[src/sv/gpac_pkg.sv]
// gpac_pkg: shared types and constants for the autocorrelation checker
// no dependencies; imported by every module of the block

package gpac_pkg;

   localparam int SEQ_LEN   = 7;
   localparam int IN_ELEMS  = SEQ_LEN - 1;
   localparam int EL_W      = 3;
   localparam int TAIL_W    = 6;
   localparam int TARGET_W  = 8;
   localparam int SHIFT_W   = 3;
   localparam int HALF_SH   = (SEQ_LEN - 1) / 2;
   // one conjugate product term: two products of up to 24 * 4, summed
   localparam int TERM_W    = 9;
   localparam int PROD_W    = 2 * TAIL_W;
   // seven terms of up to 192 each
   localparam int SUM_W     = 12;
   localparam int ABS_SUM_W = 6;
   localparam logic [ABS_SUM_W-1:0] DOMAIN_MAX = ABS_SUM_W'(3);

   localparam logic signed [TARGET_W-1:0] TARGET_RE_RESET = -8'sd3;
   localparam logic signed [TARGET_W-1:0] TARGET_IM_RESET = 8'sd0;

   typedef enum logic {
      CSR_TARGET_REAL = 1'b0,
      CSR_TARGET_IMAG = 1'b1
   } csr_index_type;

   // one classified candidate as it travels from front to back
   typedef struct packed {
      logic [IN_ELEMS-1:0][EL_W-1:0] el_re;
      logic [IN_ELEMS-1:0][EL_W-1:0] el_im;
      logic signed [TAIL_W-1:0]      tail_re;
      logic signed [TAIL_W-1:0]      tail_im;
      logic                          tail_in_domain;
   } gpac_item_type;

endpackage

[src/sv/gaussian_periodic_autocorrelation_check.sv]
// Candidate checker for length-7 Gaussian-integer sequences. Each request word carries six
// elements; the block derives the seventh as the negated sum, flags whether it is a sum of
// three fourth roots of unity, and if so checks the periodic autocorrelation at shifts 1..6
// against the target held in two csr registers (index 0 real, index 1 imaginary, reset -3
// and 0). It takes one word per clock while req_ready is high and returns one response
// word per request in order; a response passes through the intake register, a queue
// slot, the product-term register and the compare/output register.
// The rate is set by the back pipeline, which advances whenever the output register is
// empty or being drained. The queue (QUEUE_DEPTH words, 1 to 32) lets the intake keep
// taking words for a while when the response side stalls. Targets are read live, so csr
// writes belong to idle periods.
// depends on gpac_pkg, gpac_front, gpac_queue, gpac_back

module gaussian_periodic_autocorrelation_check import gpac_pkg::*; #(
   parameter int QUEUE_DEPTH = 4
) (
   input  logic                       clock,
   input  logic                       reset,
   // request channel
   input  logic                       req_valid,
   output logic                       req_ready,
   input  logic signed [EL_W-1:0]     req_e0_re,
   input  logic signed [EL_W-1:0]     req_e0_im,
   input  logic signed [EL_W-1:0]     req_e1_re,
   input  logic signed [EL_W-1:0]     req_e1_im,
   input  logic signed [EL_W-1:0]     req_e2_re,
   input  logic signed [EL_W-1:0]     req_e2_im,
   input  logic signed [EL_W-1:0]     req_e3_re,
   input  logic signed [EL_W-1:0]     req_e3_im,
   input  logic signed [EL_W-1:0]     req_e4_re,
   input  logic signed [EL_W-1:0]     req_e4_im,
   input  logic signed [EL_W-1:0]     req_e5_re,
   input  logic signed [EL_W-1:0]     req_e5_im,
   // response channel
   output logic                       rsp_valid,
   input  logic                       rsp_ready,
   output logic signed [TAIL_W-1:0]   rsp_tail_re,
   output logic signed [TAIL_W-1:0]   rsp_tail_im,
   output logic                       rsp_tail_in_domain,
   output logic                       rsp_all_match,
   output logic [SHIFT_W-1:0]         rsp_first_bad_shift,
   // csr write port
   input  logic                       csr_we,
   input  logic                       csr_index,
   input  logic [TARGET_W-1:0]        csr_wdata
);

   // target registers
   logic signed [TARGET_W-1:0] target_re_ff, target_re_in;
   logic signed [TARGET_W-1:0] target_im_ff, target_im_in;

   // front to queue, queue to back
   logic          front_valid, front_ready;
   gpac_item_type front_item;
   logic          head_valid, head_pop;
   gpac_item_type head_item;

   always_comb begin
      target_re_in = target_re_ff;
      target_im_in = target_im_ff;
      if (csr_we) begin
         unique case (csr_index_type'(csr_index))
            CSR_TARGET_REAL: target_re_in = $signed(csr_wdata);
            CSR_TARGET_IMAG: target_im_in = $signed(csr_wdata);
            default: ;
         endcase
      end
   end

   always_ff @(posedge clock) begin
      if (reset) begin
         target_re_ff <= TARGET_RE_RESET;
         target_im_ff <= TARGET_IM_RESET;
      end else begin
         target_re_ff <= target_re_in;
         target_im_ff <= target_im_in;
      end
   end

   // intake and classification
   gpac_front u_front (
      .clock      (clock),
      .reset      (reset),
      .req_valid  (req_valid),
      .req_ready  (req_ready),
      .req_e0_re  (req_e0_re),
      .req_e0_im  (req_e0_im),
      .req_e1_re  (req_e1_re),
      .req_e1_im  (req_e1_im),
      .req_e2_re  (req_e2_re),
      .req_e2_im  (req_e2_im),
      .req_e3_re  (req_e3_re),
      .req_e3_im  (req_e3_im),
      .req_e4_re  (req_e4_re),
      .req_e4_im  (req_e4_im),
      .req_e5_re  (req_e5_re),
      .req_e5_im  (req_e5_im),
      .item_valid (front_valid),
      .item_ready (front_ready),
      .item       (front_item)
   );

   // decoupling queue, lets front and back stall independently
   gpac_queue #(
      .DEPTH (QUEUE_DEPTH)
   ) u_queue (
      .clock      (clock),
      .reset      (reset),
      .push_valid (front_valid),
      .push_ready (front_ready),
      .push_item  (front_item),
      .pop        (head_pop),
      .pop_valid  (head_valid),
      .pop_item   (head_item)
   );

   // autocorrelation and compare pipeline with output register
   gpac_back u_back (
      .clock               (clock),
      .reset               (reset),
      .item_valid          (head_valid),
      .item                (head_item),
      .item_pop            (head_pop),
      .target_re           (target_re_ff),
      .target_im           (target_im_ff),
      .rsp_valid           (rsp_valid),
      .rsp_ready           (rsp_ready),
      .rsp_tail_re         (rsp_tail_re),
      .rsp_tail_im         (rsp_tail_im),
      .rsp_tail_in_domain  (rsp_tail_in_domain),
      .rsp_all_match       (rsp_all_match),
      .rsp_first_bad_shift (rsp_first_bad_shift)
   );

`ifndef SYNTHESIS
   // a full match needs an in-domain tail and no failing shift
   a_match_needs_domain : assert property (@(posedge clock) disable iff (reset)
      rsp_valid && rsp_all_match |-> rsp_tail_in_domain && (rsp_first_bad_shift == '0))
      else $error("match reported without domain or with a failing shift");

   // out-of-domain words never name a failing shift
   a_no_shift_off_domain : assert property (@(posedge clock) disable iff (reset)
      rsp_valid && !rsp_tail_in_domain |-> !rsp_all_match && (rsp_first_bad_shift == '0))
      else $error("shift or match reported for out-of-domain tail");

   // in domain: either everything matches or some shift is named
   a_domain_verdict : assert property (@(posedge clock) disable iff (reset)
      rsp_valid && rsp_tail_in_domain |-> rsp_all_match || (rsp_first_bad_shift != '0))
      else $error("in-domain word with neither match nor failing shift");

   // domain flag agrees with the tail parity
   a_domain_parity : assert property (@(posedge clock) disable iff (reset)
      rsp_valid && rsp_tail_in_domain |-> (rsp_tail_re[0] ^ rsp_tail_im[0]))
      else $error("domain flag set for even tail");

   // nothing comes out right after reset
   a_quiet_after_reset : assert property (@(posedge clock)
      reset |=> !rsp_valid)
      else $error("response valid right after reset");
`endif

endmodule

[src/sv/gpac_front.sv]
// gpac_front: intake register, forms the seventh element and the domain flag
// depends on gpac_pkg

module gpac_front import gpac_pkg::*; (
   input  logic                   clock,
   input  logic                   reset,
   input  logic                   req_valid,
   output logic                   req_ready,
   input  logic signed [EL_W-1:0] req_e0_re,
   input  logic signed [EL_W-1:0] req_e0_im,
   input  logic signed [EL_W-1:0] req_e1_re,
   input  logic signed [EL_W-1:0] req_e1_im,
   input  logic signed [EL_W-1:0] req_e2_re,
   input  logic signed [EL_W-1:0] req_e2_im,
   input  logic signed [EL_W-1:0] req_e3_re,
   input  logic signed [EL_W-1:0] req_e3_im,
   input  logic signed [EL_W-1:0] req_e4_re,
   input  logic signed [EL_W-1:0] req_e4_im,
   input  logic signed [EL_W-1:0] req_e5_re,
   input  logic signed [EL_W-1:0] req_e5_im,
   output logic                   item_valid,
   input  logic                   item_ready,
   output gpac_item_type          item
);

   logic          front_valid_ff, front_valid_in;
   gpac_item_type front_item_ff, front_item_in;
   logic          take;

   logic signed [TAIL_W-1:0]    sum_re, sum_im;
   logic        [TAIL_W-1:0]    abs_re, abs_im;
   logic        [ABS_SUM_W-1:0] abs_sum;

   assign req_ready = !front_valid_ff || item_ready;
   assign take      = req_valid && req_ready;

   always_comb begin
      sum_re = TAIL_W'(req_e0_re) + TAIL_W'(req_e1_re) + TAIL_W'(req_e2_re)
             + TAIL_W'(req_e3_re) + TAIL_W'(req_e4_re) + TAIL_W'(req_e5_re);
      sum_im = TAIL_W'(req_e0_im) + TAIL_W'(req_e1_im) + TAIL_W'(req_e2_im)
             + TAIL_W'(req_e3_im) + TAIL_W'(req_e4_im) + TAIL_W'(req_e5_im);
      abs_re  = sum_re[TAIL_W-1] ? TAIL_W'(-sum_re) : TAIL_W'(sum_re);
      abs_im  = sum_im[TAIL_W-1] ? TAIL_W'(-sum_im) : TAIL_W'(sum_im);
      abs_sum = ABS_SUM_W'(abs_re + abs_im);

      front_item_in.el_re = {req_e5_re, req_e4_re, req_e3_re,
                             req_e2_re, req_e1_re, req_e0_re};
      front_item_in.el_im = {req_e5_im, req_e4_im, req_e3_im,
                             req_e2_im, req_e1_im, req_e0_im};
      front_item_in.tail_re = -sum_re;
      front_item_in.tail_im = -sum_im;
      // sum of three unit roots: small l1 norm and odd coordinate sum
      front_item_in.tail_in_domain = (abs_sum <= DOMAIN_MAX) && (sum_re[0] ^ sum_im[0]);
   end

   assign front_valid_in = take || (front_valid_ff && !item_ready);

   always_ff @(posedge clock) begin
      if (reset) begin
         front_valid_ff <= 1'b0;
      end else begin
         front_valid_ff <= front_valid_in;
      end
   end

   always_ff @(posedge clock) begin
      if (take) begin
         front_item_ff <= front_item_in;
      end
   end

   assign item_valid = front_valid_ff;
   assign item       = front_item_ff;

endmodule

[src/sv/gpac_queue.sv]
// gpac_queue: short register queue between the front and back parts
// depends on gpac_pkg

module gpac_queue import gpac_pkg::*; #(
   parameter int DEPTH = 4
) (
   input  logic          clock,
   input  logic          reset,
   input  logic          push_valid,
   output logic          push_ready,
   input  gpac_item_type push_item,
   input  logic          pop,
   output logic          pop_valid,
   output gpac_item_type pop_item
);

   localparam int PTR_W = (DEPTH > 1) ? $clog2(DEPTH) : 1;
   localparam int CNT_W = $clog2(DEPTH + 1);

   gpac_item_type          slot_ff [DEPTH];
   logic [PTR_W-1:0]       wr_ptr_ff, wr_ptr_in;
   logic [PTR_W-1:0]       rd_ptr_ff, rd_ptr_in;
   logic [CNT_W-1:0]       count_ff, count_in;
   logic                   do_push, do_pop;

   assign push_ready = (count_ff != CNT_W'(DEPTH));
   assign pop_valid  = (count_ff != '0);
   assign do_push    = push_valid && push_ready;
   assign do_pop     = pop && pop_valid;
   assign pop_item   = slot_ff[rd_ptr_ff];

   always_comb begin
      wr_ptr_in = wr_ptr_ff;
      rd_ptr_in = rd_ptr_ff;
      count_in  = count_ff;
      if (do_push) begin
         wr_ptr_in = (wr_ptr_ff == PTR_W'(DEPTH - 1)) ? '0 : wr_ptr_ff + 1'b1;
      end
      if (do_pop) begin
         rd_ptr_in = (rd_ptr_ff == PTR_W'(DEPTH - 1)) ? '0 : rd_ptr_ff + 1'b1;
      end
      case ({do_push, do_pop})
         2'b10:   count_in = count_ff + 1'b1;
         2'b01:   count_in = count_ff - 1'b1;
         default: count_in = count_ff;
      endcase
   end

   always_ff @(posedge clock) begin
      if (reset) begin
         wr_ptr_ff <= '0;
         rd_ptr_ff <= '0;
         count_ff  <= '0;
      end else begin
         wr_ptr_ff <= wr_ptr_in;
         rd_ptr_ff <= rd_ptr_in;
         count_ff  <= count_in;
      end
   end

   always_ff @(posedge clock) begin
      if (do_push) begin
         slot_ff[wr_ptr_ff] <= push_item;
      end
   end

endmodule

[src/sv/gpac_back.sv]
// gpac_back: conjugate product terms, autocorrelation sums, target compare
// depends on gpac_pkg

module gpac_back import gpac_pkg::*; (
   input  logic                       clock,
   input  logic                       reset,
   input  logic                       item_valid,
   input  gpac_item_type              item,
   output logic                       item_pop,
   input  logic signed [TARGET_W-1:0] target_re,
   input  logic signed [TARGET_W-1:0] target_im,
   output logic                       rsp_valid,
   input  logic                       rsp_ready,
   output logic signed [TAIL_W-1:0]   rsp_tail_re,
   output logic signed [TAIL_W-1:0]   rsp_tail_im,
   output logic                       rsp_tail_in_domain,
   output logic                       rsp_all_match,
   output logic [SHIFT_W-1:0]         rsp_first_bad_shift
);

   logic advance;

   // term stage
   logic                     term_valid_ff, term_valid_in;
   logic signed [TERM_W-1:0] term_re_ff [HALF_SH][SEQ_LEN];
   logic signed [TERM_W-1:0] term_im_ff [HALF_SH][SEQ_LEN];
   logic signed [TERM_W-1:0] term_re_in [HALF_SH][SEQ_LEN];
   logic signed [TERM_W-1:0] term_im_in [HALF_SH][SEQ_LEN];
   logic signed [TAIL_W-1:0] term_tail_re_ff, term_tail_im_ff;
   logic                     term_dom_ff;

   // output stage
   logic                     out_valid_ff, out_valid_in;
   logic signed [TAIL_W-1:0] out_tail_re_ff, out_tail_im_ff;
   logic                     out_dom_ff, out_match_ff, out_match_in;
   logic [SHIFT_W-1:0]       out_bad_ff, out_bad_in;

   logic signed [TAIL_W-1:0] x_re [SEQ_LEN];
   logic signed [TAIL_W-1:0] x_im [SEQ_LEN];
   logic signed [SUM_W-1:0]  acc_re [HALF_SH];
   logic signed [SUM_W-1:0]  acc_im [HALF_SH];
   logic [SEQ_LEN-1:1]       miss;
   logic signed [SUM_W-1:0]  tgt_re, tgt_im;

   assign advance       = !out_valid_ff || rsp_ready;
   assign item_pop      = advance && item_valid;
   assign term_valid_in = advance ? item_valid : term_valid_ff;
   assign out_valid_in  = advance ? term_valid_ff : out_valid_ff;

   // products x[k] * conj(x[k+s]) for s = 1..3; s = 4..6 are their conjugates
   always_comb begin
      int j;
      logic signed [PROD_W-1:0] p_re, p_im;
      for (int k = 0; k < IN_ELEMS; k++) begin
         x_re[k] = TAIL_W'($signed(item.el_re[k]));
         x_im[k] = TAIL_W'($signed(item.el_im[k]));
      end
      x_re[SEQ_LEN-1] = item.tail_re;
      x_im[SEQ_LEN-1] = item.tail_im;
      for (int s = 0; s < HALF_SH; s++) begin
         for (int k = 0; k < SEQ_LEN; k++) begin
            j = k + s + 1;
            if (j >= SEQ_LEN) begin
               j = j - SEQ_LEN;
            end
            p_re = x_re[k] * x_re[j] + x_im[k] * x_im[j];
            p_im = x_im[k] * x_re[j] - x_re[k] * x_im[j];
            term_re_in[s][k] = p_re[TERM_W-1:0];
            term_im_in[s][k] = p_im[TERM_W-1:0];
         end
      end
   end

   always_comb begin
      tgt_re = SUM_W'(target_re);
      tgt_im = SUM_W'(target_im);
      for (int s = 0; s < HALF_SH; s++) begin
         acc_re[s] = '0;
         acc_im[s] = '0;
         for (int k = 0; k < SEQ_LEN; k++) begin
            acc_re[s] = acc_re[s] + SUM_W'(term_re_ff[s][k]);
            acc_im[s] = acc_im[s] + SUM_W'(term_im_ff[s][k]);
         end
         miss[s+1]         = (acc_re[s] != tgt_re) || (acc_im[s] != tgt_im);
         miss[SEQ_LEN-1-s] = (acc_re[s] != tgt_re) || (-acc_im[s] != tgt_im);
      end
      out_bad_in = '0;
      for (int s = SEQ_LEN - 1; s >= 1; s--) begin
         if (miss[s]) begin
            out_bad_in = SHIFT_W'(s);
         end
      end
      if (!term_dom_ff) begin
         out_bad_in = '0;
      end
      out_match_in = term_dom_ff && (miss == '0);
   end

   always_ff @(posedge clock) begin
      if (reset) begin
         term_valid_ff <= 1'b0;
         out_valid_ff  <= 1'b0;
      end else begin
         term_valid_ff <= term_valid_in;
         out_valid_ff  <= out_valid_in;
      end
   end

   always_ff @(posedge clock) begin
      if (advance) begin
         term_re_ff      <= term_re_in;
         term_im_ff      <= term_im_in;
         term_tail_re_ff <= item.tail_re;
         term_tail_im_ff <= item.tail_im;
         term_dom_ff     <= item.tail_in_domain;
         out_tail_re_ff  <= term_tail_re_ff;
         out_tail_im_ff  <= term_tail_im_ff;
         out_dom_ff      <= term_dom_ff;
         out_match_ff    <= out_match_in;
         out_bad_ff      <= out_bad_in;
      end
   end

   assign rsp_valid           = out_valid_ff;
   assign rsp_tail_re         = out_tail_re_ff;
   assign rsp_tail_im         = out_tail_im_ff;
   assign rsp_tail_in_domain  = out_dom_ff;
   assign rsp_all_match       = out_match_ff;
   assign rsp_first_bad_shift = out_bad_ff;

endmodule
[config.mk]
export PLATFORM = sky130hd
export DESIGN_NAME = gaussian_periodic_autocorrelation_check
export DESIGN_NICKNAME = d
export VERILOG_FILES = /design/src/sv/gpac_pkg.sv /design/src/sv/gaussian_periodic_autocorrelation_check.sv /design/src/sv/gpac_front.sv /design/src/sv/gpac_queue.sv /design/src/sv/gpac_back.sv
export SDC_FILE = /design/constraint.sdc
export NUM_CORES = 2
export LEC_CHECK = 0
export BUFFER_PORTS_ARGS = -buffer_cell sky130_fd_sc_hd__buf_2
export CAP_MARGIN = 25
export CORE_AREA = 4 4 335 501
export CTS_CLUSTER_DIAMETER = 150
export CTS_CLUSTER_SIZE = 10
export DETAILED_ROUTE_END_ITERATION = 10
export DIE_AREA = 0 0 339 505
export PLACE_DENSITY = 0.68
export SYNTH_ARGS = -nofsm -noshare
export SYNTH_HDL_FRONTEND = slang
export SYNTH_SLANG_ARGS = --single-unit
[constraint.sdc]
create_clock -name clock -period 18.5 [get_ports clock]
set_input_delay 0 -clock clock [delete_from_list [all_inputs] [get_ports clock]]
set_output_delay 0 -clock clock [all_outputs]
set_load 0.03 [all_outputs]
Word level (Yosys, flattened, before mapping)
Memory sizes are Yosys's and may differ from the RTL's. A register that Yosys moved wholly into a read port is not among the register bits.
Cells that the tools add are included.
- bits in registers: 483
- latch bits: 0
- memory bits (writable): 196
- ROM bits: 0
- bits of input ports: 50
- output and inout port bits: 19
- word-level logic and storage cells: 317
- memories kept: 1
- add/sub/neg operators: 98
- $mul: 84
- divide/modulo/power cells: 0
- magnitude comparators: 1
- equal/unequal tests: 14
- shift operators: 0
- multiplexer cells: 15
- bitwise gates (word level): 3
- reduce and logical (&&, ||, !) cells: 26
- memories (name ; depth ; bits a word ; rd ports ; clocked after memory_dff ; write ports ; line ; source):
    u_queue.slot_ff ; 4 ; 49 ; 1 ; 1 ; 1 ; gpac_queue.sv:20 ; gpac_item_type slot_ff [DEPTH];
- operator list (operator ; number):
    $mul A3 B3 Y6 ; 60
    $add A12 B9 Y12 ; 22
    $add A9 B9 Y9 ; 21
    $sub A9 B9 Y9 ; 21
    $mul A3 B6 Y9 ; 12
    $mul A6 B3 Y9 ; 12
    $ne A12 B8 Y1 ; 9
    $add A10 B9 Y11 ; 6
    $add A9 B9 Y10 ; 6
    $add A6 B3 Y6 ; 6
    $neg A12 Y12 ; 3
    $add A11 B9 Y12 ; 2
    $mux W2 ; 6
    $mux W6 ; 2
    $neg A6 Y6 ; 2
    $add A4 B3 Y5 ; 2
    $logic_or A1 B1 Y1 ; 9
    $mux W3 ; 3
    $add A3 B3 Y4 ; 2
    $logic_and A1 B1 Y1 ; 7
    $add A6 B6 Y6 ; 1
    $eq A2 B2 Y1 const B ; 3
    $le A6 B2 Y1 const B ; 1
    $logic_not A6 Y1 ; 1
    15 further kinds ; 22

Depth between registers and ports, before layout
- depth in word-level cells: 15
- mapped depth: 30
- gate-level depth less buffers: 30

Modules after synthesis
Synthesis repeated with hierarchy kept, for this count alone.
- cell total of the unflattened synthesis: 6899
- area total of the unflattened synthesis: 74098.6 um^2
- by module, submodules not included (module ; instances ; cells an instance ; area an instance (um^2) ; sequential area each (um^2)):
    gpac_back ; 1 ; 6293 ; 62796.5 ; 10490.1
    gpac_queue ; 1 ; 308 ; 7566.0 ; 6065.8
    gpac_front ; 1 ; 228 ; 3059.2 ; 1491.4
    gaussian_periodic_autocorrelation_check ; 1 ; 70 ; 676.9 ; 320.3

Worst setup path after synthesis
No wires, ideal clock.
- path kind: reg2reg
- start: register u_back.out_valid_ff, in the netlist u_back.rsp_valid
- end: register u_back.out_match_ff, in the netlist u_back.rsp_all_match (enable)
- library setup time: 0.758 ns
- data arrival time: 8.484 ns
- required time: 17.742 ns
- slack: 9.258 ns
- cell stages (with the launch flop): 3
- buffers on the path: 0
- clock period less this slack: 9.242 ns
- path through: dfxtp_1 > nor2b_1 > inv_1
- word-level cells in the longest chain between the ends: 2
- ends and longest elaborated chain (element ; line ; source):
    start, declared ; gpac_back.sv:33 ; logic out_valid_ff, out_valid_in;
    start signal, assigned ; gpac_back.sv:105 ; out_valid_ff <= out_valid_in;
    $logic_not A1 Y1 ; gpac_back.sv:45 ; assign advance = !out_valid_ff || rsp_ready;
    $logic_or A1 B1 Y1 ; gpac_back.sv:45 ;
    end signal, assigned ; gpac_back.sv:119 ; out_match_ff <= out_match_in;
    end, declared ; gpac_back.sv:35 ; logic out_dom_ff, out_match_ff, out_match_in;
No other way between the ends.
A chain may end at the register's enable or synchronous reset.

Final worst setup path
- start: register u_back.term_re_ff[164] (netlist bit)
- end: register u_back.out_bad_ff[2], in the netlist u_back.rsp_first_bad_shift[2] (data pin)
- word-level cells in the longest chain between the ends: 10
- elaborated cells between the ends (all ways): 12
- those cells by class: 5 x add/sub; 1 x eq/ne; 3 x mux; 3 x reduce/logical
- ends and longest elaborated chain (element ; line ; source):
    start, declared ; gpac_back.sv:25 ; logic signed [TERM_W-1:0] term_re_ff [HALF_SH][SEQ_LEN];
    start signal, assigned ; gpac_back.sv:111 ; term_re_ff <= term_re_in;
    $add A10 B9 Y11 (*) ; gpac_back.sv:81 ; acc_re[s] = acc_re[s] + SUM_W'(term_re_ff[s][k]);
    $add A12 B9 Y12 (*) (4 in a row) ; gpac_back.sv:81 ;
    $ne A12 B8 Y1 (*) ; gpac_back.sv:84, gpac_back.sv:85 ;
    $logic_or A1 B1 Y1 ; gpac_back.sv:85 ; miss[SEQ_LEN-1-s] = (acc_re[s] != tgt_re) || (-acc_im[s] != tgt_im);
    $mux W3 (3 in a row) ; gpac_back.sv:89 ; if (miss[s]) begin
    end signal, assigned ; gpac_back.sv:120 ; out_bad_ff <= out_bad_in;
    end, declared ; gpac_back.sv:36 ; logic [SHIFT_W-1:0] out_bad_ff, out_bad_in;
Every way passes the cells marked *; elsewhere a longest branch is shown, timed or not.

==> flow_summary.yaml <==
floorplan:
  die-area_mm2: 0.171
  start_util_pct: 44.7
  coreArea_mm2: 0.164
  rows: 182
  die_y_um: 505
  dieWidth_um: 339
  io_pins: 69
sta:
  grt_setup_unrepaired: "no"
  fmax_ghz: 0.124
  slew_headroom_pct: 27.3
  finalHoldViolations: 0
  period_needed_ns: 8.08
  holdWs_ns: 0.0511
  setup_slack_ns: 10.42
  setup_viol: 0
  slew_violations: 0
  tns_ns: 0
  finClkSkew_ns: 0.0568
  post-route-period-util_pct: 43.7
  tightest_slew_ns: 1.09
yosys:
  synth-seq-cells: 681
  synth_top_family_by_area: "adder cells"
  yosysTopAreaCellShare_pct: 26.8
  yosys.area_share.adder_pct: 38.5
  synth_ff_type: "edfxtp_1"
  ys_warn_count: 0
  synthMuxAreaShare_pct: 1.57
  synthXorXnorAreaFrac_pct: 7.71
  synth_top_cell_by_area: "edfxtp_1"
  synth_edf_count: 653
  ys_types: 83
  synth.avg_cell_area_um2: 10.1
  synth_area_mm2: 0.0731
  synth-compound-area-share_pct: 6.29
  async_reset_ff_share_pct: 0
  synth_area_leaders: "edfxtp_1, fa_1, ha_1"
  ys_seq_area_share_pct: 27.6
  syn_inst: 7204
  synth-simple-area-share_pct: 9.14
layout:
  drive_above_1_share_pct: 5.37
  final_common_cell: "inv_1"
  final_cell_mix: "inv_1, ha_1, fa_1"
  syn_to_final_growth_pct: 8.37
  nets: 9098
clock_tree:
  cts-resized-gates: 0
  clkSinkCount: 681
  cts.clk_slew.worst_paths_ns: 0.06
  cts_tree: "built"
  cts_buffer_depth: 3
  htree_levels: 3
  clk_latency_ns: 0.71
  clock-root-buffer: "clkbuf_16"
  numCtsBuffers: 78
drt:
  vias: 50800
  viasPerCell: 5.37
  finalWirelength_um: 212000
  post_drt_wl_per_cell_um: 22.4
  drt_iter0_markers: 3781
  drtAntennaViolNets: 0
  drcViolationCount: 0
  first_pass_iters: 6
setup_path:
  crit_arrival_ns: 8.53
  crit_path_start_kind: "flop"
  crit_required_ns: 18.95
  reg2reg_depth: 26
  worstSetupPathType: "flop to flop"
  end_kind: "flop"
  path_max_fanout: 3
min_path:
  hold_path.class: "primary input to flop"
  min_path_cells: 2
placement:
  pre_cts_ws_ns: 10.37
  place.gp.congestion: 0.912
  numPortBuffers: 68
  dpl.hpwl_um: 155000
global_routing:
  grt_pass1_wl_um: 320000
  first_global_vias: 54100
  grt.met2_usage_pct: 42.8
  grt-busiest-layer: "met2"
  overflow: 0
  met3_usage_pct: 3.87
  grt_use_total_pct: 25.0
  grt_antenna_before_repair: 6
  gr-usage-met1_pct: 27.8
  grt_max_degree: 130
outcome:
  status: "finished, final reports clean"
job:
  drv_cap: 0
[area by class of cell]
| cell class | instances | area [µm²] |
|---|---|---|
| clock buffer | 112 | 2120 |
| antenna | 5 | 12.5 |
| tap | 2116 | 2650 |
| clock inverter | 7 | 126 |
| timing repair buffer | 235 | 1750 |
| multi-input combinational | 4737 | 46500 |
| sequential | 681 | 20200 |
| inverter | 1581 | 5940 |
| fill | 14700 | 84500 |
[worst paths after layout]
| kind | start | end | slack, ns |
|---|---|---|---|
| hold / removal | req_e1_im[2] | u_front.item[18]$_DFFE_PP_ | 0.05 |
| setup reg to reg | u_back.term_re_ff[164]$_DFFE_PN_ | u_back.rsp_first_bad_shift[2]$_SDFFCE_PP0N_ | 10.42 |
| hold reg to reg | u_back.term_tail_im_ff[0]$_DFFE_PN_ | u_back.rsp_tail_im[0]$_DFFE_PN_ | 0.42 |
| setup / recovery | u_back.term_re_ff[164]$_DFFE_PN_ | u_back.rsp_first_bad_shift[2]$_SDFFCE_PP0N_ | 10.42 |
[timing repair]
item	4_1_cts	5_1_grt
endpoints found under the hold margin	66	0
hold buffers	62	0
buffers inserted	0	0
[stage by stage]
stage                     area (µm²)  utilization [%]  instances
after floorplan                73100                -       7209
after global placement         76400             46.6       9288
after detailed placement       76400             46.6       9288
after CTS                      79200             48.4       9469
after global routing           79200             48.4       9470
final                          79200             48.4       9474
[Yosys cell counts, types with 18 or more instances]
library cell  count
nand3_1          34
nand2_1         692
o21ai_0         215
fa_1            858
o21bai_1         48
mux2i_1          56
o21a_1           39
nor3_1           24
nor2b_1          86
mux2_2           50
a211o_1          43
o21ai_1          29
clkbuf_1        183
xnor2_1         480
a21oi_1         165
nand2b_1        126
inv_1          1570
xor2_1          161
nor2_1          441
edfxtp_1        653
buf_1            18
a21o_1          100
ha_1            876
dfxtp_1          28
[critical path: stages (launching register included)]
cell	delay (ns)
edfxtp_1	0.41
fa_1	0.54
ha_1	0.32
a21o_1	0.18
a21oi_1	0.24
o21bai_1	0.10
a21oi_1	0.25
nor2b_1	0.08
o21a_1	0.18
o21ai_0	0.24
nand2_1	0.11
fa_1	0.50
inv_1	0.06
fa_1	0.52
fa_1	0.42
ha_1	0.33
a21oi_1	0.20
o21ai_0	0.17
a41oi_1	0.28
xnor2_1	0.12
or4_1	0.40
mux2i_1	0.18
nand4_1	0.58
a2111oi_0	0.63
buf_4	0.19
or4b_1	0.44
nor2b_1	0.14
[registers in the layout, summed over array words and instances, names as in the netlist, named ones only]
name,flops
u_back.term_valid_ff,1
u_back.term_tail_im_ff,6
u_back.rsp_first_bad_shift,3
u_queue.slot_ff,196
u_back.term_dom_ff,1
u_queue.wr_ptr_ff,2
u_back.rsp_tail_in_domain,1
u_front.item,49
u_queue.count_ff,3
u_back.rsp_valid,1
u_back.rsp_tail_im,6
u_back.rsp_tail_re,6
u_front.item_valid,1
target_re_ff,8
target_im_ff,8
u_back.term_tail_re_ff,6
u_queue.rd_ptr_ff,2
u_back.term_im_ff,189
u_back.term_re_ff,189
u_back.rsp_all_match,1
[routing by layer]
layer / routed length [µm] / up-vias
met3: 15000 / 720
met4: 20300 / 2
met2: 102000 / 1852
met5: 15 / -
met1: 74300 / 25300
li1: - / 23000
[cell families (layout without fill, tap and decap cells)]
logic type      after synthesis  in the layout
flops                       681            681
other cells                   1             11
buf+inv                    1791           1935
fa+ha+maj                  1735           1735
simple gates               1514           1514
mux                         107            107
xor+xnor                    642            642
compound gates              733            733
Power is left out: the tool's default activity adds up to more than one toggle a clock period on the data nets, which glitch-free logic cannot reach.
